File: config.mk
export PLATFORM = sky130hd
export DESIGN_NAME = q24alu_mul
export DESIGN_NICKNAME = d
export VERILOG_FILES = /design/src/design/q24alu_pkg.sv /design/src/design/q24alu_mul.sv
export SDC_FILE = /design/constraint.sdc
export NUM_CORES = 2
export LEC_CHECK = 0
export BUFFER_PORTS_ARGS = -buffer_cell sky130_fd_sc_hd__clkbuf_2
export CAP_MARGIN = 30
export CELL_PAD_IN_SITES_DETAIL_PLACEMENT = 1
export CELL_PAD_IN_SITES_GLOBAL_PLACEMENT = 1
export CORE_MARGIN = 2
export CORE_UTILIZATION = 46
export CTS_BUF_LIST = sky130_fd_sc_hd__clkbuf_16
export CTS_CLUSTER_DIAMETER = 150
export DETAILED_ROUTE_END_ITERATION = 6
export HOLD_SLACK_MARGIN = 0.05
export PLACE_DENSITY_LB_ADDON = 0.12
export SYNTH_ARGS = -nofsm -noshare
export SYNTH_HDL_FRONTEND = slang
export SYNTH_SLANG_ARGS = --single-unit
File: constraint.sdc
create_clock -name clock -period 7.52 [get_ports clock]
set_input_delay 0.376 -clock clock [delete_from_list [all_inputs] [get_ports clock]]
set_output_delay 0.376 -clock clock [all_outputs]
set_load 0.005 [all_outputs]
File: src/design/q24alu_pkg.sv
// Shared types and constants for the Q24.8 fixed-point ALU.
// Every design file but q24alu_if imports this package; it depends on nothing.
`default_nettype none

package q24alu_pkg;

   localparam int FRACTION_BITS_DEF = 8;
   localparam int DATA_W            = 32;
   // Multiplier result lines up with the lane after this many registers
   localparam int MUL_STAGES        = 3;

   localparam logic [DATA_W-1:0] RAW_MAX = 32'h7FFF_FFFF;
   localparam logic [DATA_W-1:0] RAW_MIN = 32'h8000_0000;

   typedef enum logic [3:0] {
      KIND_ADD      = 4'd0,
      KIND_SUB      = 4'd1,
      KIND_MUL      = 4'd2,
      KIND_DIV      = 4'd3,
      KIND_GT       = 4'd4,
      KIND_LT       = 4'd5,
      KIND_GE       = 4'd6,
      KIND_LE       = 4'd7,
      KIND_EQ       = 4'd8,
      KIND_NE       = 4'd9,
      KIND_MIN      = 4'd10,
      KIND_MAX      = 4'd11,
      KIND_INC      = 4'd12,
      KIND_DEC      = 4'd13,
      KIND_FROM_INT = 4'd14,
      KIND_TO_INT   = 4'd15
   } kind_type;

   // Per-item control and partial results carried down the pipeline
   typedef struct packed {
      kind_type          kind;
      logic [DATA_W-1:0] val;
      logic              truth;
      logic              err;
      logic              quo_neg;   // operand signs differ
      logic              a_neg;
      logic              b_zero;
      logic [DATA_W-1:0] div_d;     // |operand_b|
      logic [DATA_W-1:0] div_rem;   // running partial remainder
   } lane_type;

endpackage

`default_nettype wire

File: src/design/q24alu_mul.sv
// Three-stage magnitude multiplier with round-half-away and saturation.
// Runs beside the first divider steps; uses q24alu_pkg.
`default_nettype none

module q24alu_mul #(
   parameter int FRACTION_BITS = q24alu_pkg::FRACTION_BITS_DEF
) (
   input  wire logic                                      clock,
   input  wire logic                                      en,
   input  q24alu_pkg::lane_type                           in_lane,
   input  wire logic [q24alu_pkg::DATA_W+FRACTION_BITS-1:0] in_num,
   output logic [q24alu_pkg::DATA_W-1:0]                  out_val,
   output logic                                           out_err
);
   import q24alu_pkg::*;

   localparam int NUM_W  = DATA_W + FRACTION_BITS;
   localparam int PROD_W = 2 * DATA_W;

   logic [PROD_W-1:0] prod_ff, prod_in;
   logic              neg1_ff;
   logic [PROD_W-1:0] mag_ff, mag_in;
   logic              neg2_ff;
   logic [DATA_W-1:0] val_ff, val_in;
   logic              err_ff, err_in;

   always_comb begin
      prod_in = PROD_W'(in_num[NUM_W-1 -: DATA_W]) * PROD_W'(in_lane.div_d);
      mag_in  = (prod_ff + (PROD_W'(1) << (FRACTION_BITS-1))) >> FRACTION_BITS;

      err_in = 1'b0;
      if (neg2_ff) begin
         if (mag_ff > PROD_W'(RAW_MIN)) begin
            val_in = RAW_MIN;
            err_in = 1'b1;
         end else begin
            val_in = ~mag_ff[DATA_W-1:0] + DATA_W'(1);
         end
      end else begin
         if (mag_ff > PROD_W'(RAW_MAX)) begin
            val_in = RAW_MAX;
            err_in = 1'b1;
         end else begin
            val_in = mag_ff[DATA_W-1:0];
         end
      end
   end

   always_ff @(posedge clock) begin
      if (en) begin
         prod_ff <= prod_in;
         neg1_ff <= in_lane.quo_neg;
         mag_ff  <= mag_in;
         neg2_ff <= neg1_ff;
         val_ff  <= val_in;
         err_ff  <= err_in;
      end
   end

   assign out_val = val_ff;
   assign out_err = err_ff;

endmodule

`default_nettype wire

==> impl_metrics.ini <==
[yosys]
synth.area.top_cells = sky130_fd_sc_hd__fa_1 45%, sky130_fd_sc_hd__edfxtp_1 11%, sky130_fd_sc_hd__and2_1 9.5%, sky130_fd_sc_hd__inv_1 8.7%, sky130_fd_sc_hd__ha_1 8.2%
synthFlopType = sky130_fd_sc_hd__edfxtp_1
netlist-cell-type-count = 76
synth-edff-count = 148
avgSynthCellArea_um2 = 9.518
synth-async-reset-ratio_pct = 0
post_synth_instance_area_um2 = 39950
synth_largest_type_area_fraction_pct = 44.85
synth.yosys.seq_area_share_pct = 11.13
synth-warning-count = 0
postSynthNetCount = 5501
synth.ff_latch_count = 148
postSynthCellCount = 4197
yosysTopAreaCell = sky130_fd_sc_hd__fa_1

[timing]
slew_viol_final = 0
worst_pin_slew_ps = 984.8
finalCritPeriodShare_pct = 98.09
setup_viol_count_final = 0
slew-limit-headroom_pct = 33.74
max_freq_mhz = 135.6
hold_viol = 0
clock_skew_ps = 13.69
final_period_minus_worst_setup_slack_ps = 7376
totalNegativeSetupSlack_ps = 0

[cts]
cts.htree.levels = 4
cts_hold_buffers = 0
clockRootBuffer = sky130_fd_sc_hd__clkbuf_16
clock_pin_slew_of_the_registers_on_the_worst_case_setup_and_hold_paths_ps = 70
cts_sinks = 148
clkLatencyLatePin_ps = 440
tritoncts = built
cts-buffers-inserted = 17
cts-root-to-sink-buffers = 2

[worst_setup_path]
setup.worst_path.start = in_num[29]
setup.worst_path.start_class = input port
cpPeakStageDelay_ps = 560
critical_path.max_fanout = 11
critical_path.n_buffers_inverters = 8
cp.arrival_ps = 7550
worstSetupEndpointType = flip-flop
slowest_stage = sky130_fd_sc_hd__fa_1
crit_path_frequent_cell = sky130_fd_sc_hd__fa_1
critPathKind = input port to flip-flop
critPathRequiredTime_ps = 7690
launching_point_of_the_worst_reg2reg_path = mag_ff[1]
critical_path.top_delay_family = adder cells

[routing]
drt_drc_violations_left = 0
route.antenna.remaining_nets = 0
via_per_inst = 5.173
dr_wl_cell_um = 20.28
dr_vias = 29119
drtIter0Drc = 1332
dr.pass1.iters = 5
drt_wl_total_um = 114100

[global_routing]
antenna_found_initial = 4
grt_max_degree = 78
grt-ovfl-total = 0
vias_in_the_first_global_route = 33400
grt_first_pass_wirelength_um = 185400
grtUsageTotal_pct = 26.54

[cells_and_area]
antenna-diode-count = 0
nNetsFinal = 5765
final_layout_size_suffix_gt1_share_pct = 12.56
flow.area_growth_from_synthesis_pct = 13.07
multi_input_gate_area_in_the_final_layout_um2 = 31380
sequential_cell_area_um2 = 4444
fillCellCount = 9817

[floorplan]
std_cell_rows = 108
die_y_um = 298.7
dieArea_um2 = 89220
initial_core_util_pct = 46.26
top_level_ports = 180
die_w_um = 298.7
fp.coreArea_um2 = 86350

[placement]
port-buffer-count = 99
routabilityCongestion = 0.8633
detailed_placement_hpwl_um = 100100

[hold_path]
hold_path.startpoint = in_lane[66]
kind_of_path_behind_the_tightest_hold_check = input port to flip-flop

[run_status]
run_status = finished clean

[run]
cap_violations = 0
path summary, 6_finish.rpt:
check	slack (ps)	to	cells past startpoint
worst min register to register	430	neg2_ff	0
worst max register to register	3840	out_val[9]	10
worst max-delay path	140	prod_ff[50]	26
worst min-delay path	120	neg1_ff	1
layer usage:
layer / vias up / wire length (um) / global-route usage (%)
li1: 13077 / - / -
met1: 15445 / 48440 / 34.92
met2: 451 / 58990 / 46.92
met3: 146 / 3942 / 3.133
met4: 0 / 2769 / 6.214
met5: - / 0 / 0
flip-flops by register name (all words and copies together), names as in the netlist:
register / flops
prod_ff: 57
mag_ff: 56
out_val: 32
neg1_ff: 1
neg2_ff: 1
out_err: 1
timing repair:
action | in CTS | in global routing
pin swaps | 0 | 62
setup buffers | 0 | 7
setup endpoints to repair | 8 | 15
resized for setup | 8 | 129
cloned | 0 | 1
metrics by stage:
stage               hold slack [ps]  setup slack [ps]  std cells  utilization, %  cell area, um2
floorplan                     400.3             10.18       4197               -           39950
global placement              406.3            -481.9       5592           51.12           44140
detailed placement            412.6            -672.2       5592           51.12           44140
CTS                           95.73             4.946       5624           51.84           44760
global route                  99.60            -40.83       5629           52.31           45170
finish                        120.1             143.8       5629           52.31           45170
cells by family (layout without fill, tap and decap cells):
logic type / after synthesis / count (layout) / share of synthesized area [%]
buf+inv: 1149 / 1426 / 10.85
fa+ha+maj: 1157 / 1157 / 53.06
xor+xnor: 114 / 114 / 2.499
flops: 148 / 148 / 11.13
compound gates: 265 / 265 / 4.482
mux: 1 / 1 / 0.02506
simple gates: 1363 / 1363 / 17.96
cell usage after synthesis (11+ instances only):
master	count
sky130_fd_sc_hd__a21o_1	33
sky130_fd_sc_hd__a21oi_1	70
sky130_fd_sc_hd__and2_1	608
sky130_fd_sc_hd__and3_1	32
sky130_fd_sc_hd__and4_1	11
sky130_fd_sc_hd__clkbuf_1	216
sky130_fd_sc_hd__edfxtp_1	148
sky130_fd_sc_hd__fa_1	895
sky130_fd_sc_hd__ha_1	262
sky130_fd_sc_hd__inv_1	924
sky130_fd_sc_hd__nand2_1	513
sky130_fd_sc_hd__nand3_1	28
sky130_fd_sc_hd__nand4_1	28
sky130_fd_sc_hd__nor2_1	48
sky130_fd_sc_hd__nor3_1	37
sky130_fd_sc_hd__nor4_1	11
sky130_fd_sc_hd__o21ai_0	58
sky130_fd_sc_hd__o21bai_1	13
sky130_fd_sc_hd__o311ai_1	23
sky130_fd_sc_hd__or3_1	12
sky130_fd_sc_hd__xnor2_1	70
sky130_fd_sc_hd__xor2_1	44
placed cells by master (no fill, tap or decap), types with 35 or more instances in the layout:
cell type and count:
sky130_fd_sc_hd__a21oi_1 64, sky130_fd_sc_hd__and2_1 605, sky130_fd_sc_hd__buf_4 329, sky130_fd_sc_hd__clkbuf_2 68, sky130_fd_sc_hd__edfxtp_1 148, sky130_fd_sc_hd__fa_1 885
sky130_fd_sc_hd__ha_1 256, sky130_fd_sc_hd__inv_1 921, sky130_fd_sc_hd__nand2_1 513, sky130_fd_sc_hd__nor2_1 48, sky130_fd_sc_hd__nor3_1 35, sky130_fd_sc_hd__o21ai_0 50
sky130_fd_sc_hd__xnor2_1 70, sky130_fd_sc_hd__xor2_1 44
final cells by class:
class | instances | area share (%)
flip-flops and latches | 148 | 9.839
multi-input cells | 2900 | 69.48
clock inverters | 15 | 0.3906
inverters | 924 | 7.678
repair buffers | 470 | 8.471
well taps | 1155 | 3.199
clock buffers | 17 | 0.9418
Power is left out: the tool's default activity adds up to more than one toggle a clock period on the data nets, which glitch-free logic cannot reach.
