## config.mk

```make
export PLATFORM = sky130hd
export DESIGN_NAME = q24alu_div_step
export DESIGN_NICKNAME = d
export VERILOG_FILES = /design/src/design/q24alu_pkg.sv /design/src/design/q24alu_div_step.sv
export SDC_FILE = /design/constraint.sdc
export NUM_CORES = 1
export LEC_CHECK = 0
export BUFFER_PORTS_ARGS = -buffer_cell sky130_fd_sc_hd__buf_2
export CORE_MARGIN = 2
export CORE_UTILIZATION = 40
export DETAILED_ROUTE_END_ITERATION = 16
export PLACE_DENSITY = 0.7
export RECOVER_POWER = 50
export SYNTH_ARGS = -nofsm -noshare
export SYNTH_HDL_FRONTEND = slang
export SYNTH_SLANG_ARGS = --single-unit
```

## constraint.sdc

```tcl
create_clock -name clock -period 4 [get_ports clock]
set_clock_uncertainty 0.2 [all_clocks]
set_input_delay 0.6 -clock clock [delete_from_list [all_inputs] [get_ports clock]]
set_output_delay 0.6 -clock clock [all_outputs]
set_load 0.01 [all_outputs]
```

## src/design/q24alu_pkg.sv

```systemverilog
// Shared types and constants for the Q24.8 fixed-point ALU.
// Every design file but q24alu_if imports this package; it depends on nothing.
`default_nettype none

package q24alu_pkg;

   localparam int FRACTION_BITS_DEF = 8;
   localparam int DATA_W            = 32;
   // Multiplier result lines up with the lane after this many registers
   localparam int MUL_STAGES        = 3;

   localparam logic [DATA_W-1:0] RAW_MAX = 32'h7FFF_FFFF;
   localparam logic [DATA_W-1:0] RAW_MIN = 32'h8000_0000;

   typedef enum logic [3:0] {
      KIND_ADD      = 4'd0,
      KIND_SUB      = 4'd1,
      KIND_MUL      = 4'd2,
      KIND_DIV      = 4'd3,
      KIND_GT       = 4'd4,
      KIND_LT       = 4'd5,
      KIND_GE       = 4'd6,
      KIND_LE       = 4'd7,
      KIND_EQ       = 4'd8,
      KIND_NE       = 4'd9,
      KIND_MIN      = 4'd10,
      KIND_MAX      = 4'd11,
      KIND_INC      = 4'd12,
      KIND_DEC      = 4'd13,
      KIND_FROM_INT = 4'd14,
      KIND_TO_INT   = 4'd15
   } kind_type;

   // Per-item control and partial results carried down the pipeline
   typedef struct packed {
      kind_type          kind;
      logic [DATA_W-1:0] val;
      logic              truth;
      logic              err;
      logic              quo_neg;   // operand signs differ
      logic              a_neg;
      logic              b_zero;
      logic [DATA_W-1:0] div_d;     // |operand_b|
      logic [DATA_W-1:0] div_rem;   // running partial remainder
   } lane_type;

endpackage

`default_nettype wire

```

## src/design/q24alu_div_step.sv

```systemverilog
// One restoring-division step: produces one quotient bit per register stage.
// Instantiated once per numerator bit by the top level; uses q24alu_pkg.
`default_nettype none

module q24alu_div_step #(
   parameter int FRACTION_BITS = q24alu_pkg::FRACTION_BITS_DEF
) (
   input  wire logic                                      clock,
   input  wire logic                                      reset,
   input  wire logic                                      en,
   input  wire logic                                      in_valid,
   input  q24alu_pkg::lane_type                           in_lane,
   input  wire logic [q24alu_pkg::DATA_W+FRACTION_BITS-1:0] in_num,
   output logic                                           out_valid,
   output q24alu_pkg::lane_type                           out_lane,
   output logic [q24alu_pkg::DATA_W+FRACTION_BITS-1:0]    out_num
);
   import q24alu_pkg::*;

   localparam int NUM_W = DATA_W + FRACTION_BITS;

   logic              valid_ff;
   lane_type          lane_ff, lane_in;
   logic [NUM_W-1:0]  num_ff, num_in;
   logic [DATA_W:0]   trial, trial_diff;
   logic              q_bit;

   always_comb begin
      // Bring down the next numerator bit and try the subtract
      trial      = {in_lane.div_rem, in_num[NUM_W-1]};
      trial_diff = trial - {1'b0, in_lane.div_d};
      q_bit      = (trial >= {1'b0, in_lane.div_d});

      lane_in         = in_lane;
      lane_in.div_rem = q_bit ? trial_diff[DATA_W-1:0] : trial[DATA_W-1:0];
      num_in          = {in_num[NUM_W-2:0], q_bit};
   end

   always_ff @(posedge clock) begin
      if (reset) begin
         valid_ff <= 1'b0;
      end else if (en) begin
         valid_ff <= in_valid;
      end
   end

   always_ff @(posedge clock) begin
      if (en) begin
         lane_ff <= lane_in;
         num_ff  <= num_in;
      end
   end

   assign out_valid = valid_ff;
   assign out_lane  = lane_ff;
   assign out_num   = num_ff;

endmodule

`default_nettype wire

```

==> results of run 1 <==
## registers in the layout (all words and copies together) (netlist names)
signal,count
out_num,40
out_lane,105
out_valid,1
## worst max-delay path: cells and delay by family
kind / cells / cell delay (ns)
fa+ha+maj: 2 / 0.61
mux: 1 / 0.33
simple gates: 1 / 0.18
buf+inv: 2 / 0.13
compound gates: 6 / 1.55
xor+xnor: 1 / 0.14
## stage by stage
stage          power (mW)  hold WS, ns  cells
2_1_floorplan        2.33        0.328    491
3_3_place_gp         2.68        0.271    998
3_5_place_dp         2.69        0.291    998
4_1_cts              4.18        0.110   1029
5_1_grt              4.31        0.107   1029
6_report             4.14        0.127   1031
## per-layer routing
metal | wire [um] | GRT usage | share of wire
met5 | 40 | 0 | 0.0021
met2 | 9330 | 0.353 | 0.48
met4 | 368 | 0.0687 | 0.019
met3 | 1940 | 0.0915 | 0.10
met1 | 7580 | 0.259 | 0.39
## cells in the mapped netlist, drive strengths merged (5+ instances only)
cell type	n	share of area
a21o	12	0.014
xor2	11	0.015
nand2	27	0.015
o21a	6	0.0068
nand4	7	0.0066
nor2	37	0.021
a21oi	54	0.041
edfxtp	145	0.66
buf	11	0.0095
inv	38	0.022
a31oi	5	0.0047
nand3	8	0.0061
mux2	10	0.017
o21ai	17	0.013
clkbuf	6	0.0036
xnor2	16	0.021
ha	32	0.061
## final timing paths
check	startpoint	end	slack, ns	cells past startpoint
max	in_num[39]	out_lane[30]	0.44	13
max reg2reg	out_valid	out_valid	3.19	2
min	reset	out_valid	0.13	2
min reg2reg	out_valid	out_valid	0.30	2
## power by group
part	leakage [nW]	total (mW)	switching (mW)	internal [mW]
Combinational	2.21	0.760	0.442	0.318
Sequential	1.43	1.90	0.0342	1.86
Clock	0.255	1.48	0.628	0.849
Total	3.89	4.14	1.11	3.03
## layout make-up
cell class / count / area, um^2 / share of cell area
Tap cell: 216 / 270 / 0.0304
Clock inverter: 13 / 113 / 0.0127
Sequential cell: 146 / 4370 / 0.492
Multi-Input combinational cell: 290 / 1990 / 0.224
Timing Repair Buffer: 308 / 1570 / 0.176
Antenna cell: 2 / 5.00 / 0.000563
Clock buffer: 18 / 429 / 0.0483
Inverter: 38 / 143 / 0.0160
## logic make-up (layout without fill, tap and decap cells)
family          count (synthesis)  after routing
xor+xnor                       27             27
compound gates                118            118
mux                            13             13
fa+ha+maj                      33             33
simple gates                   99             99
other cells                     0              2
flops                         146            146
buf+inv                        55            377
==> results.yml, run 1 <==
status:
  outcome: "finished with violations"
  violations: "capacitance limit, slew limit"
setup_path:
  path_common_cell: "a21oi_1"
  critPathKind: "input pin to flip-flop"
  slowest_stage: "fa_1"
  required_ns: 3.96
  cp_max_fo: 3
  cpPeakStageDelay_ns: 0.41
  cp-end-kind: "flip-flop"
  cp_cell_sequence: "buf_2 -> inv_1 -> ha_1 -> fa_1 -> nand2b_1 -> a21oi_1 -> o21ai_0 -> o311a_1 -> a31oi_1 -> a21oi_1 -> o41ai_1 -> xor2_1 -> mux2_1"
  cp-start-kind: "input pin"
  cp.arrival_ns: 3.53
yosys:
  synthSimpleGateAreaFrac: 0.0692
  synth_xor_area_frac: 0.0359
  syn_area_mm2: 0.00660
  synth.avg_cell_area_um2: 13.4
  ys_seq_area_frac: 0.663
  synth_top_family_by_area: "compound AO/OA/AOI/OAI gates"
  ys_types: 48
  synth_edf_count: 145
  ys_seq_elements: 146
  synth_cells: 491
  synth_compound_area_frac: 0.112
  postSynth.asyncResetShare: 0
  synthMuxAreaShare: 0.0216
  yosysWarnings: 0
  synthFlopType: "edfxtp_1"
  synth_fp_nets: 673
  synth-adder-area-share: 0.0637
clock_tree:
  postCtsSetupRepairBufs: 0
  clk_path_buf_depth: 2
  clk_latency_ns: 0.42
  cts_tree: "done"
  cts_resized: 0
  holdBufCountCts: 0
  cts_buffers: 17
  clockRootBuffer: "clkbuf_16"
  htree_levels: 4
  clock_sinks: 146
  clkTransAtPathRegs_ns: 0.06
grt:
  grt_pass1_vias: 4865
  grt_pass1_wl_mm: 28.2
  grt_max_degree: 97
  grt_overflow: 0
  groute.usage.overall: 0.216
  antenna_found_initial: 5
finish:
  final_cell_mix: "265 x buf_2, 145 x edfxtp_1, 54 x a21oi_1"
  num-fill-cells: 1423
  syn2layout_area_growth_pct: 34.8
  final_common_cell: "buf_2"
  utilization: 0.556
  final_nets: 983
  fin_area_mm2: 0.00889
  drive_gt1_frac: 0.391
route:
  wl_mm: 19.3
  routed-via-count: 5063
  drt-wirelength-per-cell_um: 18.7
  ant_nets: 0
  dr.pass1.iters: 5
  via_per_inst: 4.91
  drt_iter0_markers: 377
  drc: 0
sta:
  worst_slew_pin_slew_ns: 2.46
  fin_ws_ns: 0.435
  fin_tns_setup_ns: 0
  fmax_mhz: 281
  hold_violations: 0
  rsz0062_at_grt: "false"
  period_share: 0.891
  fin_crit_ns: 3.56
  slew_headroom: -0.639
  setup_viol: 0
  drv_slew: 96
placement:
  detailed_place_hpwl_mm: 14.8
  pre_cts_ws_ns: -0.00193
  gp_congestion: 0.899
  place_area_mm2: 0.00839
  numPortBuffers: 294
power:
  ir_worst_vdd_v: 0.000305
  power_density_mw_per_mm2: 465
  leakagePower_nw: 3.89
min_path:
  hold_path_class: "input pin to flip-flop"
floorplanning:
  io_pins: 295
  dieHeight_um: 132
  die_x_um: 132
  die-area_mm2: 0.0175
  num_rows: 46
  initial_core_util: 0.412
  fp.coreArea_mm2: 0.0160
run:
  drv_cap: 1
Note: power is estimated with default switching activity, not from simulation.
==> run 2, diff against run 1 <==
--- a/config.mk
+++ b/config.mk
@@ -6,11 +6,11 @@
 export NUM_CORES = 1
 export LEC_CHECK = 0
 export BUFFER_PORTS_ARGS = -buffer_cell sky130_fd_sc_hd__buf_2
+export CAP_MARGIN = 25
 export CORE_MARGIN = 2
 export CORE_UTILIZATION = 40
 export DETAILED_ROUTE_END_ITERATION = 16
 export PLACE_DENSITY = 0.7
-export RECOVER_POWER = 50
 export SYNTH_ARGS = -nofsm -noshare
 export SYNTH_HDL_FRONTEND = slang
 export SYNTH_SLANG_ARGS = --single-unit
==> run 2 against run 1 <==
The run now ends clean. Total power barely moved. Non-clock buffer count did not move. Count of clock-buffer cells in the layout is the same. Clock power about the same. Hold slack better by 0.0012 ns. First-iteration DRC count down 8.0%. Via count rose by 0.65%. Worst setup slack got worse by 0.0041 ns.
==> results.yml, run 2 (synthesis results as in run 1) <==
status:
  outcome: "finished clean"
floorplanning:
  initial_core_util: 0.412
  fp.coreArea_mm2: 0.0160
  num_rows: 46
  dieHeight_um: 132
  die-area_mm2: 0.0175
  io_pins: 295
  die_x_um: 132
route:
  drt_iter0_markers: 347
  ant_nets: 0
  dr.pass1.iters: 5
  wl_mm: 19.2
  routed-via-count: 5096
  drt-wirelength-per-cell_um: 18.6
  via_per_inst: 4.94
  drc: 0
setup_path:
  rr_endpoint: "out_valid"
  required_ns: 3.96
  critPathKind: "input pin to flip-flop"
  cp-start-kind: "input pin"
  cp-end-kind: "flip-flop"
  r2r.worst_path.cells: 2
  reg2reg_from: "out_valid"
  r2r_setup_slack_ns: 3.21
  cp_max_fo: 3
  cp.arrival_ns: 3.53
clock_tree:
  cts_resized: 0
  htree_levels: 4
  clk_latency_ns: 0.42
  postCtsSetupRepairBufs: 0
  holdBufCountCts: 0
  clkTransAtPathRegs_ns: 0.06
  cts_tree: "done"
  cts_buffers: 17
  clock_sinks: 146
  clk_path_buf_depth: 2
  clockRootBuffer: "clkbuf_16"
sta:
  worst_slew_pin_slew_ns: 0.891
  drv_slew: 0
  fin_crit_ns: 3.57
  fin_ws_ns: 0.431
  hold_violations: 0
  rsz0062_at_grt: "false"
  period_share: 0.892
  setup_viol: 0
  slew_headroom: 0.406
  fmax_mhz: 280
placement:
  gp_congestion: 0.899
  detailed_place_hpwl_mm: 14.8
  pre_cts_ws_ns: -0.00193
  numPortBuffers: 294
grt:
  grt_overflow: 0
  groute.usage.overall: 0.216
  grt_max_degree: 97
  grt_pass1_wl_mm: 28.2
  antenna_found_initial: 6
  grt_pass1_vias: 4865
min_path:
  hp-start: "reset"
  hold_path_end: "out_valid"
  holdPathStages: 2
  hold_path_class: "input pin to flip-flop"
finish:
  final_cell_mix: "293 x buf_2, 145 x edfxtp_1, 54 x a21oi_1"
  largest_register_ffs: 105
  final_common_cell: "buf_2"
  final_nets: 983
  drive_gt1_frac: 0.426
  syn2layout_area_growth_pct: 35.5
  utilization: 0.558
power:
  ir_worst_vdd_v: 0.000304
  power_density_mw_per_mm2: 463
  fin_total_pwr_mw: 4.14
  leakagePower_nw: 3.97
run:
  drv_cap: 0
==> run 2: worst max-delay path by stage <==
| stage | from | endpoint | slack, ns | cells past startpoint |
|---|---|---|---|---|
| 5_1_grt | in_lane[32] | out_lane[30] | 0.27 | 12 |
| 3_3_place_gp | in_num[39] | out_lane[30] | 0.23 | 13 |
| 2_1_floorplan | in_lane[39] | out_lane[13] | 0.43 | 12 |
| 3_5_place_dp | in_num[39] | out_lane[30] | -0.002 | 13 |
| 4_1_cts | in_num[39] | out_lane[30] | 0.45 | 13 |
| 6_report | in_num[39] | out_lane[30] | 0.43 | 13 |
==> run 2: layout make-up <==
class	instances	area [um^2]
Sequential cell	146	4370
Antenna cell	2	5.00
Tap cell	216	270
Multi-Input combinational cell	290	1990
Clock inverter	13	113
Clock buffer	18	429
Timing Repair Buffer	308	1610
Fill cell	1413	7070
Inverter	38	143
==> run 2: power by group <==
part / leakage (nW) / switching [mW] / total, mW / internal (mW)
logic: 2.29 / 0.442 / 0.765 / 0.323
clock network: 0.255 / 0.629 / 1.48 / 0.849
registers: 1.43 / 0.0341 / 1.90 / 1.86
total: 3.97 / 1.11 / 4.14 / 3.03
==> run 2: worst max-delay path, cell delays in order <==
cell      delay, ns
buf_2          0.09
inv_1          0.04
ha_1           0.20
fa_1           0.41
nand2b_1       0.18
a21oi_1        0.16
o21ai_0        0.14
o311a_1        0.36
a31oi_1        0.32
a21oi_1        0.20
o41ai_1        0.37
xor2_1         0.14
mux2_1         0.32
==> run 2: per-layer routing <==
layer	track usage	routed length, um	vias to the layer above
met2	0.353	9290	225
li1	-	-	2450
met4	0.0687	358	8
met1	0.259	7640	2382
met5	0	52	-
met3	0.0915	1880	31
==> run 2: metrics by stage <==
stage	hold slack, ns	cell area (um^2)	TNS, ns	cells
global placement	0.271	8390	0	998
finish	0.128	8930	0	1031
CTS	0.110	8930	0	1029
detailed placement	0.291	8390	-0.00193	998
floorplan	0.328	6600	0	491
global route	0.107	8930	0	1029
