## config.mk

```make
export PLATFORM = sky130hd
export DESIGN_NAME = q24alu_back_flat
export DESIGN_NICKNAME = d
export VERILOG_FILES = /design/src/design/q24alu_pkg.sv /design/src/design/q24alu_if.sv /design/src/design/q24alu_back.sv /design/src/flat_wrapper.sv
export SDC_FILE = /design/constraint.sdc
export NUM_CORES = 1
export LEC_CHECK = 0
export CAP_MARGIN = 15
export CORE_MARGIN = 1
export CORE_UTILIZATION = 45
export CTS_CLUSTER_DIAMETER = 40
export DETAILED_ROUTE_END_ITERATION = 8
export DONT_BUFFER_PORTS = 1
export HOLD_SLACK_MARGIN = 0.15
export PLACE_DENSITY_LB_ADDON = 0.08
export SETUP_SLACK_MARGIN = 0.2
export SYNTH_ARGS = -nofsm -noshare
export SYNTH_HDL_FRONTEND = slang
export SYNTH_SLANG_ARGS = --single-unit
```

## constraint.sdc

```tcl
create_clock -name clock -period 4.51 [get_ports clock]
set_clock_uncertainty 0.05 [all_clocks]
set_input_delay 0.902 -clock clock [delete_from_list [all_inputs] [get_ports clock]]
set_output_delay 0.902 -clock clock [all_outputs]
set_load 0.02 [all_outputs]
```

## src/design/q24alu_pkg.sv

```systemverilog
// Shared types and constants for the Q24.8 fixed-point ALU.
// Every design file but q24alu_if imports this package; it depends on nothing.
`default_nettype none

package q24alu_pkg;

   localparam int FRACTION_BITS_DEF = 8;
   localparam int DATA_W            = 32;
   // Multiplier result lines up with the lane after this many registers
   localparam int MUL_STAGES        = 3;

   localparam logic [DATA_W-1:0] RAW_MAX = 32'h7FFF_FFFF;
   localparam logic [DATA_W-1:0] RAW_MIN = 32'h8000_0000;

   typedef enum logic [3:0] {
      KIND_ADD      = 4'd0,
      KIND_SUB      = 4'd1,
      KIND_MUL      = 4'd2,
      KIND_DIV      = 4'd3,
      KIND_GT       = 4'd4,
      KIND_LT       = 4'd5,
      KIND_GE       = 4'd6,
      KIND_LE       = 4'd7,
      KIND_EQ       = 4'd8,
      KIND_NE       = 4'd9,
      KIND_MIN      = 4'd10,
      KIND_MAX      = 4'd11,
      KIND_INC      = 4'd12,
      KIND_DEC      = 4'd13,
      KIND_FROM_INT = 4'd14,
      KIND_TO_INT   = 4'd15
   } kind_type;

   // Per-item control and partial results carried down the pipeline
   typedef struct packed {
      kind_type          kind;
      logic [DATA_W-1:0] val;
      logic              truth;
      logic              err;
      logic              quo_neg;   // operand signs differ
      logic              a_neg;
      logic              b_zero;
      logic [DATA_W-1:0] div_d;     // |operand_b|
      logic [DATA_W-1:0] div_rem;   // running partial remainder
   } lane_type;

endpackage

`default_nettype wire

```

## src/design/q24alu_if.sv

```systemverilog
// Valid/ready channel interfaces for the request and response sides of the ALU.
// Stand-alone: no package dependency.
`default_nettype none


interface q24alu_rsp_if;
   logic               valid;
   logic               ready;
   logic signed [31:0] value;
   logic               truth;
   logic               error;

   modport source (output valid, output value, output truth, output error,
                   input ready);
   modport sink   (input valid, input value, input truth, input error,
                   output ready);
endinterface

`default_nettype wire

```

## src/design/q24alu_back.sv

```systemverilog
// Tail of the pipeline: quotient rounding, divide saturation, result select,
// the output register and the pipeline advance control. Uses q24alu_pkg and q24alu_rsp_if.
`default_nettype none

module q24alu_back #(
   parameter int FRACTION_BITS = q24alu_pkg::FRACTION_BITS_DEF
) (
   input  wire logic                                      clock,
   input  wire logic                                      reset,
   input  wire logic                                      in_valid,
   input  q24alu_pkg::lane_type                           in_lane,
   input  wire logic [q24alu_pkg::DATA_W+FRACTION_BITS-1:0] in_num,
   output logic                                           en,
   q24alu_rsp_if.source                                   rsp_bus
);
   import q24alu_pkg::*;

   localparam int NUM_W = DATA_W + FRACTION_BITS;

   logic              rnd_valid_ff;
   lane_type          rnd_lane_ff;
   logic [NUM_W:0]    quo_ff, quo_in;
   logic              rnd_up;

   logic              out_valid_ff;
   logic [DATA_W-1:0] value_ff, value_in;
   logic              truth_ff, truth_in;
   logic              error_ff, error_in;
   logic              out_load;

   // Advance while the tail has a bubble or the held result is being taken
   assign out_load = !out_valid_ff || rsp_bus.ready;
   assign en       = out_load || !rnd_valid_ff;

   always_comb begin
      // Round half up on the magnitude: bump when twice the remainder reaches the divisor
      rnd_up = ({in_lane.div_rem, 1'b0} >= {1'b0, in_lane.div_d});
      quo_in = {1'b0, in_num} + (NUM_W+1)'(rnd_up);
   end

   always_comb begin
      value_in = rnd_lane_ff.val;
      truth_in = rnd_lane_ff.truth;
      error_in = rnd_lane_ff.err;
      case (rnd_lane_ff.kind)
         KIND_DIV: begin
            truth_in = 1'b0;
            if (rnd_lane_ff.b_zero) begin
               error_in = 1'b1;
               value_in = rnd_lane_ff.a_neg ? RAW_MIN : RAW_MAX;
            end else if (rnd_lane_ff.quo_neg) begin
               if (quo_ff > (NUM_W+1)'(RAW_MIN)) begin
                  error_in = 1'b1;
                  value_in = RAW_MIN;
               end else begin
                  error_in = 1'b0;
                  value_in = ~quo_ff[DATA_W-1:0] + DATA_W'(1);
               end
            end else begin
               if (quo_ff > (NUM_W+1)'(RAW_MAX)) begin
                  error_in = 1'b1;
                  value_in = RAW_MAX;
               end else begin
                  error_in = 1'b0;
                  value_in = quo_ff[DATA_W-1:0];
               end
            end
         end
         default: begin
            value_in = rnd_lane_ff.val;
         end
      endcase
   end

   always_ff @(posedge clock) begin
      if (reset) begin
         rnd_valid_ff <= 1'b0;
         out_valid_ff <= 1'b0;
      end else begin
         if (en) begin
            rnd_valid_ff <= in_valid;
         end
         if (out_load) begin
            out_valid_ff <= rnd_valid_ff;
         end
      end
   end

   always_ff @(posedge clock) begin
      if (en) begin
         rnd_lane_ff <= in_lane;
         quo_ff      <= quo_in;
      end
      if (out_load) begin
         value_ff <= value_in;
         truth_ff <= truth_in;
         error_ff <= error_in;
      end
   end

   assign rsp_bus.valid = out_valid_ff;
   assign rsp_bus.value = value_ff;
   assign rsp_bus.truth = truth_ff;
   assign rsp_bus.error = error_ff;

endmodule

`default_nettype wire

```

## src/flat_wrapper.sv

```systemverilog
// flat-port wrapper written by rule: the top's interface ports become plain ports
module q24alu_back_flat import q24alu_pkg::*;
#(
   parameter int FRACTION_BITS = q24alu_pkg::FRACTION_BITS_DEF
)
  (clock, reset, in_valid, in_lane, in_num, en, rsp_bus_valid, rsp_bus_value, rsp_bus_truth, rsp_bus_error, rsp_bus_ready);
  q24alu_rsp_if rsp_bus_i ();
  input  wire logic clock;
  input  wire logic reset;
  input  wire logic in_valid;
  input  q24alu_pkg::lane_type in_lane;
  input  wire logic [q24alu_pkg::DATA_W+FRACTION_BITS-1:0] in_num;
  output logic en;
  output wire logic [$bits(rsp_bus_i.valid)-1:0] rsp_bus_valid;
  output wire logic [$bits(rsp_bus_i.value)-1:0] rsp_bus_value;
  output wire logic [$bits(rsp_bus_i.truth)-1:0] rsp_bus_truth;
  output wire logic [$bits(rsp_bus_i.error)-1:0] rsp_bus_error;
  input wire logic [$bits(rsp_bus_i.ready)-1:0] rsp_bus_ready;
  assign rsp_bus_valid = rsp_bus_i.valid;
  assign rsp_bus_value = rsp_bus_i.value;
  assign rsp_bus_truth = rsp_bus_i.truth;
  assign rsp_bus_error = rsp_bus_i.error;
  assign rsp_bus_i.ready = rsp_bus_ready;
  q24alu_back #(.FRACTION_BITS(FRACTION_BITS)) u_core (.clock(clock), .reset(reset), .in_valid(in_valid), .in_lane(in_lane), .in_num(in_num), .en(en), .rsp_bus(rsp_bus_i));
endmodule
```

==> summary.txt, run 1 <==
Logic synthesis
  – Netlist area before placement: slightly below 0.007 mm²
  – Async set or reset register ratio after synthesis: 0%
  – Top-area cell type share of the netlist area: 51.5%
  – Syn avg cell area: around 11 µm²
  – Leading area contributor after synthesis: edfxtp_1
  – Synthesized instance count: 632
  – Syn Nets: 816
  – Synth cell types: 57
  – Synth Register Bits: between 100 and 150
  – Cells taking the most area after synthesis: edfxtp_1, ha_1, o21ai_0
  – Top-count cell post-synth: edfxtp_1
  – Post-synthesis sequential area ratio: between 50% and 60%
  – Number of enable flip-flop cells after synthesis: 116
  – Yosys warning count: 0
  – Primary FF master, synth: edfxtp_1
  – Post-synth top cells: edfxtp_1, o21ai_0, nand2_1

Placement
  – Placement Setup Slack: 0.208 ns
  – Final HPWL DP: 12.2 mm
  – GPL Wtd Cong: 0.831
  – Count of buffers from port buffering: 0

Die
  – Die H: 125 µm
  – Starting Density: between 40% and 50%
  – Die Span X: 125 µm
  – Row count: 44
  – Die area: 0.0155 mm²
  – IO Pins: 185
  – Core area: around 0.015 mm²

Power
  – Clk pwr share: 47.3%
  – Switching Share: roughly a fifth
  – VDD IR max: 0.000264 V
  – Overall Power: 2.98 mW
  – P_sw: between 600 and 700 µW
  – Combinational Power Share: just over 6%
  – Power per standard cell area: 392 mW/mm²
  – Leakage power total: 2.81 nW
  – Seq pwr share: 46.6%
  – P_int: 2.34 mW

Layout
  – Synth-to-Final Area Change: 12.4%
  – Register Area: 0.00352 mm²
  – Footprint of the multi-input gates: 0.00301 mm²
  – Fin nets: 826
  – Share of cells above drive strength 1: 8.56%
  – Fillers: between 1000 and 1500

Setup path
  – Top delay family on crit path: simple AND/OR/NAND/NOR gates
  – Max stage delay cell, worst path: nor3_1
  – CP Launch Type: input port
  – Largest stage delay on the critical path: 0.47 ns
  – Critical path arrival: between 3 and 4 ns
  – WS Path Type: input port to register
  – Worst Path Required: around 4.6 ns
  – Cell Chain, Critical Path: inv_1 > ha_1 > nand4b_1 > nor2_1 > nand3_1 > o32a_1 > o2111ai_1 > ha_1 > nand2_1 > nor3_1 > nand4_1 > nor3_1 > nand3_1 > xnor2_1
  – Critical path peak fanout: 5
  – Crit path buf inv count: 1
  – Worst Setup End Kind: register

GRT
  – Vias in the first global route: between 4000 and 5000
  – Initial antenna violation count: 1
  – First-pass GRT wire length: around 26 mm
  – GRT Residual Overflow: 0
  – All-Layer GR Usage: 21.5%
  – Largest net degree at the start of global routing: 56

Routing
  – DRC Markers: 0
  – Drt wl/cell: 19.5 µm
  – WL final: around 16 mm
  – Pre-antenna DRT Iters: 4
  – DR vias/cell: 5.91
  – DRT antenna net count: 0
  – DRT iter0 DRCs: 245
  – Routed vias: around 5000

Clocking
  – H-tree levels: 4
  – # hold bufs at CTS: 0
  – Post-CTS resize count: 0
  – Number of CTS-inserted buffers: 17
  – Clock buffer depth: 2
  – Clk pin slew, worst setup/hold paths: 0.05 ns
  – Setup Buffers After CTS: 0
  – CTS tree: yes
  – Root Driver: clkbuf_16
  – Clk_lat worst skew: 0.42 ns
  – # clock sinks: 118

Timing
  – RSZ-0062 raised after global routing: false
  – Max Fclk: 261 MHz
  – Final WS setup: 0.677 ns
  – Relative slew slack: 37.0%
  – Setup violators final: 0
  – Min Tclk post-route: 3.83 ns
  – Final period util: 85.0%
  – Actual slew at the worst max-slew pin: 0.942 ns
  – Final Hold Fails: 0
  – TNS Setup: 0 ns
  – WHS: about 0.5 ns
  – Max Slew Vio Count: 0

Min path
  – Hold Crit Class: register to register

Status
  – Status: finished clean

Flow run
  – Max-Cap Viols: 0
through the flow:
step | utilization, % | instances | instance area [µm²]
floorplan | - | 632 | 6760
global placement | 47.8 | 807 | 6980
detailed placement | 47.8 | 807 | 6980
CTS | 52.1 | 838 | 7600
global route | 52.1 | 838 | 7600
finish | 52.1 | 839 | 7600
kinds of logic after synthesis:
family          synth area share [%]
compound gates                  12.9
xor+xnor                        5.83
fa+ha+maj                       6.48
buf+inv                         3.52
flops                           52.1
mux                            0.500
simple gates                    18.6
layout make-up:
cell class,count,area share (%)
Sequential cell,118,46.4
Multi-Input combinational cell,456,39.6
Clock buffer,20,5.75
Tap cell,184,3.03
Clock inverter,11,2.39
Inverter,41,2.03
Timing Repair Buffer,8,0.790
Antenna cell,1,0.0329
metal layers:
layer	routed length, µm	share of wire [%]	global-route usage (%)
met1	7060	43	27.4
met2	7550	46	33.6
met3	1450	8.8	7.26
met4	322	2.0	8.65
met5	0	0	0
worst paths after layout:
kind	startpoint	endpoint	slack, ns	depth (start not counted)
worst max register to register	u_core.quo_ff[0]	u_core.rsp_bus.value[14]	1.40	10
worst max-delay path	in_lane[62]	u_core.quo_ff[39]	0.68	14
worst min-delay path	u_core.rnd_valid_ff	u_core.rsp_bus.valid	0.50	2
worst min register to register	u_core.rnd_valid_ff	u_core.rsp_bus.valid	0.50	2
power groups by stage:
stage	logic [mW]	clock network [mW]	registers [mW]
after detailed placement	0.183	0	1.41
after floorplan	0.146	0	1.38
after global routing	0.209	1.48	1.40
final	0.182	1.41	1.39
after global placement	0.176	0	1.41
after CTS	0.185	1.44	1.39
layout by cell type (no fill, tap or decap), types with 4 or more instances in the layout:
master and instances:
or2_2 4, inv_1 41, clkbuf_16 17, and3_1 12
xnor2_1 28, nand3b_1 12, o31a_1 4, nand4b_1 5
and4_1 7, a31oi_1 26, xor2_1 17, bufinv_16 5
nor3_1 12, nor2b_1 4, a21oi_1 24, o21ai_0 59
nor2_1 41, nand2_1 45, a21o_1 6, ha_1 35
nand4_1 13, buf_4 8, edfxtp_1 116, nand3_1 32
or3_1 11, nor4_1 9
flip-flops by register name, indices dropped and copies added, names as in the netlist:
| name | count |
|---|---|
| u_core.quo_ff | 41 |
| u_core.rsp_bus.valid | 1 |
| u_core.rnd_lane_ff | 41 |
| u_core.rsp_bus.truth | 1 |
| u_core.rnd_valid_ff | 1 |
| u_core.rsp_bus.value | 32 |
| u_core.rsp_bus.error | 1 |
worst register-to-register path: cells and delay by family, from the launching register on:
family / cells / cell delay, ns
adder cells (fa/ha/maj): 1 / 0.25
AO/OA/AOI/OAI: 3 / 0.97
buffers and inverters: 3 / 0.54
flip-flops: 1 / 0.50
AND/OR/NAND/NOR: 3 / 0.60
Note: power is estimated with default switching activity, not from simulation.
==> run 2: changes to the inputs <==
clock period = 3.55 ns   (was 4.51 ns; I/O delays follow)
==> run 2 against run 1 <==
  * Final cell count increased by 1.4%
  * Sequential share of layout area decreased by 0.40 points
  * Via count increased by 0.67%
  * Sequential power increased by 27%
  * Combinational power increased by 34%
  * Routed wire length decreased by 0.20%
  * Register-to-register slack got worse by 0.63 ns
  * Non-clock buffer count increased by 11
  * Core utilization increased by 0.45 points
  * Flip-flop and latch count unchanged
  * Global-route usage about the same
  * Critical path type unchanged
  * Critical endpoint unchanged
  * Largest power group is now registers
  * Highest routed layer unchanged
==> summary.txt, run 2 (synthesized netlist as in run 1, its figures left out) <==
Status
  – Status: finished clean

Timing
  – Relative slew slack: 40.8% (+3.7 points)
  – Setup violators final: 0 (unchanged)
  – WHS: 0.311 ns (-0.184 ns)
  – Max Slew Vio Count: 0 (unchanged)
  – Min Tclk post-route: 3.09 ns
  – Max Fclk: 324 MHz
  – Actual slew at the worst max-slew pin: 0.886 ns (-0.0556 ns)
  – RSZ-0062 raised after global routing: false
  – Final period util: 87.1%
  – Final Hold Fails: 0 (unchanged)
  – Final WS setup: 0.460 ns (-0.217 ns)

Routing
  – DR vias/cell: 5.86 (-0.75%)
  – DRT antenna net count: 0 (unchanged)
  – Routed vias: 4990 (+0.67%)
  – WL final: 16.3 mm (-0.20%)
  – Drt wl/cell: 19.2 µm (-1.6%)
  – DRT iter0 DRCs: 302 (+23%)
  – DRC Markers: 0 (unchanged)
  – Pre-antenna DRT Iters: 4 (unchanged)

Power
  – Leakage power total: 2.85 nW (+1.4%)
  – Clk pwr share: 45.1% (-2.2 points)
  – Combinational Power Share: 6.7% (+0.6 points)
  – VDD IR max: 0.000300 V (+14%)
  – Switching Share: 23.6% (+2.3 points)
  – P_int: 2.78 mW (+19%)
  – Power per standard cell area: 476 mW/mm² (+21%)
  – P_sw: 862 µW (+36%)
  – Overall Power: 3.65 mW (+22%)
  – Seq pwr share: 48.2% (+1.6 points)

Die
  – Die Span X: 125 µm (unchanged)
  – Row count: 44 (unchanged)
  – IO Pins: 185 (unchanged)
  – Die H: 125 µm (unchanged)
  – Die area: 0.0155 mm² (unchanged)
  – Starting Density: 46.3% (unchanged)
  – Core area: 0.0146 mm² (unchanged)

Setup path
  – Largest stage delay on the critical path: 0.33 ns (-0.14 ns)
  – Critical path arrival: 3.22 ns (-0.73 ns)
  – CP Launch Type: input port
  – Worst Setup End Kind: register
  – Reg2reg setup slack: 0.77 ns (-0.63 ns)
  – R2r startpoint: u_core.quo_ff[7]
  – Critical path peak fanout: 3 (-2)
  – Crit path buf inv count: 1 (unchanged)
  – Worst Path Required: 3.67 ns (-0.95 ns)
  – Crit path launch: in_lane[43]
  – Worst Setup EP: u_core.quo_ff[39]
  – Top delay family on crit path: simple AND/OR/NAND/NOR gates
  – Cell Chain, Critical Path: inv_1 > ha_1 > and4_1 > nand3_1 > o31a_1 > o2111ai_1 > ha_1 > nand2_1 > nor3_4 > nand4_1 > nor3_2 > nand3_1 > xnor2_1
  – Max stage delay cell, worst path: o31a_1
  – Worst reg2reg path depth: 6 (-4)
  – RR Endpoint: u_core.rsp_bus.value[31]
  – Crit path depth: 13 (-1)
  – WS Path Type: input port to register

Flow run
  – Max-Cap Viols: 0 (unchanged)

Clocking
  – Root Driver: clkbuf_16
  – H-tree levels: 4 (unchanged)
  – Post-CTS resize count: 0 (unchanged)
  – Number of CTS-inserted buffers: 17 (unchanged)
  – Clock buffer depth: 2 (unchanged)
  – # clock sinks: 118 (unchanged)
  – Clk pin slew, worst setup/hold paths: 0.06 ns (about the same)
  – Setup Buffers After CTS: 0 (unchanged)
  – CTS tree: yes
  – Clk_lat worst skew: 0.42 ns (about the same)
  – # hold bufs at CTS: 0 (unchanged)

Layout
  – Synth-to-Final Area Change: 13.4%
  – Footprint of the multi-input gates: 0.00303 mm² (+0.62%)
  – Layout Utilization: 52.5% (+0.45 points)
  – Fillers: 1264 (-1.3%)
  – Most common cell after layout, fill and taps aside: edfxtp_1
  – Commonest non-fill, non-tap cells in the layout: edfxtp_1, o21ai_0, nand2_1
  – Fin nets: 837 (+1.3%)
  – Share of cells above drive strength 1: 11.4% (+2.8 points)
  – Register Area: 0.00352 mm² (unchanged)

GRT
  – All-Layer GR Usage: 21.5% (about the same)
  – Initial antenna violation count: 1 (unchanged)
  – Vias in the first global route: 5030 (+2.8%)
  – GRT Residual Overflow: 0 (unchanged)
  – Largest net degree at the start of global routing: 44 (-21%)
  – First-pass GRT wire length: 25.8 mm (+0.65%)

Placement
  – GPL Wtd Cong: 0.841 (+1.2%)
  – Placement Setup Slack: -0.0319 ns (-0.240 ns)
  – Count of buffers from port buffering: 0 (unchanged)
  – Final HPWL DP: 12.3 mm (+0.77%)

Min path
  – Hold Path Depth: 1 (-1)
  – Hold Crit Class: input port to register
  – Hold Path Origin: reset
run 2: changes by cell type in the layout (fill, tap and decap cells not counted), sizes merged:
cell,before,now
buf,8,19
clkinvlp,0,4
bufinv,5,2
clkbuf,20,17
clkinv,6,8
inv,41,42
run 2: power by group through the flow:
stage | Sequential [mW] | Clock (mW) | Combinational, mW
4_1_cts | 1.76 | 1.68 | 0.246
2_1_floorplan | 1.76 | 0 | 0.186
3_5_place_dp | 1.78 | 0 | 0.244
5_1_grt | 1.77 | 1.74 | 0.279
3_3_place_gp | 1.79 | 0 | 0.237
6_report | 1.76 | 1.64 | 0.243
run 2: area by class of cell:
cell class	instances	area share [%]
sequential	118	46.0
tap	184	3.00
timing repair buffer	19	1.86
clock buffer	17	5.55
antenna	1	0.0326
multi-input combinational	456	39.5
clock inverter	15	2.06
inverter	41	2.01
run 2: worst min path at each step:
stage,end,slack [ns]
2_1_floorplan,u_core.rsp_bus.valid,0.43
5_1_grt,u_core.rsp_bus.valid,0.30
4_1_cts,u_core.rnd_valid_ff,0.29
3_3_place_gp,u_core.rsp_bus.valid,0.46
3_5_place_dp,u_core.rsp_bus.valid,0.48
6_report,u_core.rnd_valid_ff,0.31
run 2: per-layer routing:
metal	vias to the layer above	share of wire [%]	GRT usage (%)
met5	-	0	0
li1	2445	-	-
met3	18	8.2	6.44
met2	209	46	33.6
met1	2318	45	28.1
met4	0	1.4	8.22
run 2: through the flow:
stage	setup TNS (ns)	instances	cell area [µm²]
floorplan	0	632	6780
global placement	-0.0392	818	7080
detailed placement	-0.0620	818	7080
CTS	0	850	7660
global route	0	850	7660
finish	0	851	7660
==> run 3: changes to the inputs <==
ABC_AREA = 1   (was default)
==> run 3 against run 2 <==
  * Synthesized cell count is 47% higher
  * Critical path depth grew 6
  * Register-to-register slack improved by 0.17 ns
  * Setup slack better by 0.034 ns
  * Routed wire length increased by 20%
  * Combinational power rose by 40%
  * Flip-flop and latch count did not move
  * Sequential share of layout area fell by 5.4 points
  * Power increased by 4.3%
  * Die area increased by 15%
  * Via count is 24% higher
  * Largest cell class is now multi-input gates
==> summary.txt, run 3 <==
Clocking
  – Root Driver: clkbuf_16
  – Setup Buffers After CTS: 0 (unchanged)
  – CTS tree: yes
  – Clk pin slew, worst setup/hold paths: 0.06 ns (about the same)
  – Clock buffer depth: 2 (unchanged)
  – # clock sinks: 118 (unchanged)
  – Number of CTS-inserted buffers: 17 (unchanged)
  – H-tree levels: 4 (unchanged)
  – # hold bufs at CTS: 0 (unchanged)
  – Clk_lat worst skew: 0.42 ns (about the same)

Logic synthesis
  – Compound-gate portion of the synthesized area: 5.73% (-7.2 points)
  – Post-Synth XOR/XNOR Area: 5.40% (-0.43 points)
  – Largest family of logic cells by synthesized area: simple AND/OR/NAND/NOR gates
  – Synth Register Bits: 118 (unchanged)
  – Mux cell area share after synthesis: 0% (-0.50 points)
  – Synthesized instance count: 931 (+47%)
  – Number of enable flip-flop cells after synthesis: 116 (unchanged)
  – Leading area contributor after synthesis: edfxtp_1
  – Top-area cell type share of the netlist area: 44.8% (-6.8 points)
  – Syn avg cell area: 8.36 µm² (-22%)
  – Post-synthesis sequential area ratio: 45.3% (-6.8 points)
  – Top-count cell post-synth: nand2_1
  – Cells taking the most area after synthesis: edfxtp_1, nand2_1, nor2_1
  – Primary FF master, synth: edfxtp_1
  – Netlist area before placement: 0.00778 mm² (+15%)
  – Synth cell types: 38 (-33%)
  – Adder-cell share of the synthesized area: 5.63% (-0.85 points)
  – Async set or reset register ratio after synthesis: 0% (unchanged)
  – Syn Nets: 1115 (+37%)
  – Simple-Gate Fraction of Synth Area: 31.7% (+13 points)
  – Yosys warning count: 0 (unchanged)
  – Post-synth top cells: nand2_1, nor2_1, edfxtp_1

Min path
  – Hold path endpoint: u_core.rnd_valid_ff
  – Hold Path Origin: reset
  – Hold Path Depth: 1 (unchanged)
  – Hold Crit Class: input port to register

GRT
  – Initial antenna violation count: 0 (-1)
  – First-pass GRT wire length: 31.3 mm (+21%)
  – Met3 Use GR: 4.91% (-1.5 points)
  – Global routing's busiest layer: met2
  – All-Layer GR Usage: 22.7% (+1.1 points)
  – GRT met2 Usage: 38.9% (+5.3 points)
  – GRT Residual Overflow: 0 (unchanged)
  – Vias in the first global route: 6219 (+24%)
  – Largest net degree at the start of global routing: 36 (-18%)
  – GR Layer Usage met1: 28.3% (+0.17 points)

Die
  – Die H: 133 µm (+7.2%)
  – IO Pins: 185 (unchanged)
  – Die Span X: 133 µm (+7.2%)
  – Row count: 47 (+6.8%)
  – Core area: 0.0167 mm² (+14%)
  – Die area: 0.0178 mm² (+15%)
  – Starting Density: 46.6% (+0.25 points)

Setup path
  – WS Path Type: input port to register
  – Top delay family on crit path: simple AND/OR/NAND/NOR gates
  – R2r startpoint: u_core.quo_ff[0]
  – Crit path buf inv count: 1 (unchanged)
  – Critical path arrival: 3.18 ns (-0.04 ns)
  – Worst Path Required: 3.67 ns (about the same)
  – Max stage delay cell, worst path: ha_1
  – Top cell by count, worst path: nand2_2
  – RR Endpoint: u_core.rsp_bus.value[15]
  – Largest stage delay on the critical path: 0.29 ns (-0.04 ns)
  – Reg2reg setup slack: 0.94 ns (+0.17 ns)
  – Critical path peak fanout: 3 (unchanged)
  – Worst reg2reg path depth: 12 (+6)
  – Worst Setup End Kind: register
  – CP Launch Type: input port
  – Cell Chain, Critical Path: inv_1 > ha_1 > nand2_1 > nor3b_2 > nand4_1 > nor4_2 > nand3b_1 > nand3_1 > ha_1 > nand2_2 > nor2_4 > nand3_4 > nor2_8 > nand2_2 > nor2_4 > nand2_2 > nor2_2 > nand2_1 > xor2_1

Timing
  – WHS: 0.313 ns (+0.00212 ns)
  – RSZ-0062 raised after global routing: false
  – Final WS setup: 0.494 ns (+0.0342 ns)
  – Relative slew slack: 29.5% (-11 points)
  – Final Hold Fails: 0 (unchanged)
  – Setup violators final: 0 (unchanged)
  – Final period util: 86.1% (-0.96 points)
  – Max Fclk: 327 MHz (+1.1%)
  – Actual slew at the worst max-slew pin: 1.06 ns (+0.169 ns)
  – Max Slew Vio Count: 0 (unchanged)
  – Min Tclk post-route: 3.06 ns (-0.0342 ns)

Routing
  – DR vias/cell: 5.26 (-10%)
  – DRT iter0 DRCs: 265 (-12%)
  – DRC Markers: 0 (unchanged)
  – DRT antenna net count: 0 (unchanged)
  – Drt wl/cell: 16.7 µm (-13%)
  – Routed vias: 6194 (+24%)
  – Pre-antenna DRT Iters: 5 (+1)
  – WL final: 19.6 mm (+20%)

Flow run
  – Max-Cap Viols: 0 (unchanged)

Layout
  – Synth-to-Final Area Change: 11.6%
  – Fin nets: 1128 (+35%)
  – Commonest non-fill, non-tap cells in the layout: nand2_1, nor2_1, edfxtp_1
  – Layout Utilization: 52.0% (-0.55 points)
  – Non-filler instance count after layout: 1177 (+38%)
  – Share of cells above drive strength 1: 11.9% (+0.50 points)
  – ANT cells: 0 (-1)
  – Most common cell after layout, fill and taps aside: nand2_1

Placement
  – Placed Cells: 1145 (+40%)
  – Count of buffers from port buffering: 0 (unchanged)
  – GPL Wtd Cong: 0.888 (+5.5%)
  – Final HPWL DP: 15.0 mm (+21%)
  – Placement Setup Slack: -0.0716 ns (-0.0397 ns)

Power
  – Leakage power total: 3.61 nW (+27%)
  – VDD IR max: 0.000294 V (-2.0%)
  – Power per standard cell area: 438 mW/mm² (-7.9%)
  – Overall Power: 3.80 mW (+4.3%)

Status
  – Status: finished clean
## run 3: timing repair
item,in CTS,in global routing
endpoints found under the setup margin,0,11
gates resized for setup,0,2
hold endpoints to repair,0,0
## run 3: logic make-up after synthesis
family	count (synthesis)
fa+ha+maj	35
compound gates	68
buf+inv	117
xor+xnor	48
flops	118
simple gates	545
## run 3: worst max-delay path by stage
stage / start / end / cells after the start
4_1_cts: in_lane[63] / u_core.quo_ff[34] / 19
3_3_place_gp: in_lane[63] / u_core.quo_ff[37] / 17
2_1_floorplan: in_lane[63] / u_core.quo_ff[34] / 19
3_5_place_dp: in_lane[63] / u_core.quo_ff[34] / 19
5_1_grt: in_lane[62] / u_core.quo_ff[34] / 19
6_report: in_lane[63] / u_core.quo_ff[34] / 19
## run 3: per-stage QoR
| stage | setup TNS, ns | area, µm² |
|---|---|---|
| global placement | 0 | 8080 |
| CTS | 0 | 8670 |
| detailed placement | -0.144 | 8080 |
| global route | 0 | 8680 |
| floorplan | 0 | 7780 |
| finish | 0 | 8680 |
## run 3: worst register-to-register path, cell delays in order (launching register included)
cell,delay [ns]
edfxtp_1,0.53
inv_1,0.16
ha_1,0.27
nand2_4,0.12
nor2_8,0.16
nand2_2,0.09
nor2_2,0.19
nand2_2,0.10
nand2_4,0.33
nand3_1,0.13
nand2_1,0.13
nand2_1,0.08
a21oi_2,0.14
## run 3: power by group
group	internal [mW]	switching [mW]	total [mW]	leakage, nW
registers	1.64	0.113	1.75	1.24
clock network	1.10	0.614	1.71	0.287
logic	0.129	0.212	0.341	2.09
total	2.86	0.939	3.80	3.61
## run 3: routing by layer
metal  part of all wire [%]  wire length (µm)  vias up
met5                      0                 0        -
met4                    1.7               341        0
met3                    5.7              1110       19
met2                     48              9510      189
met1                     44              8650     2869
li1                       -                 -     3117
## run 3: final cells by class
class,count,area (µm²)
Multi-Input combinational cell,696,3800
Tap cell,220,275
Timing Repair Buffer,20,150
Fill cell,1606,8020
Clock buffer,18,429
Inverter,91,342
Sequential cell,118,3520
Clock inverter,14,160
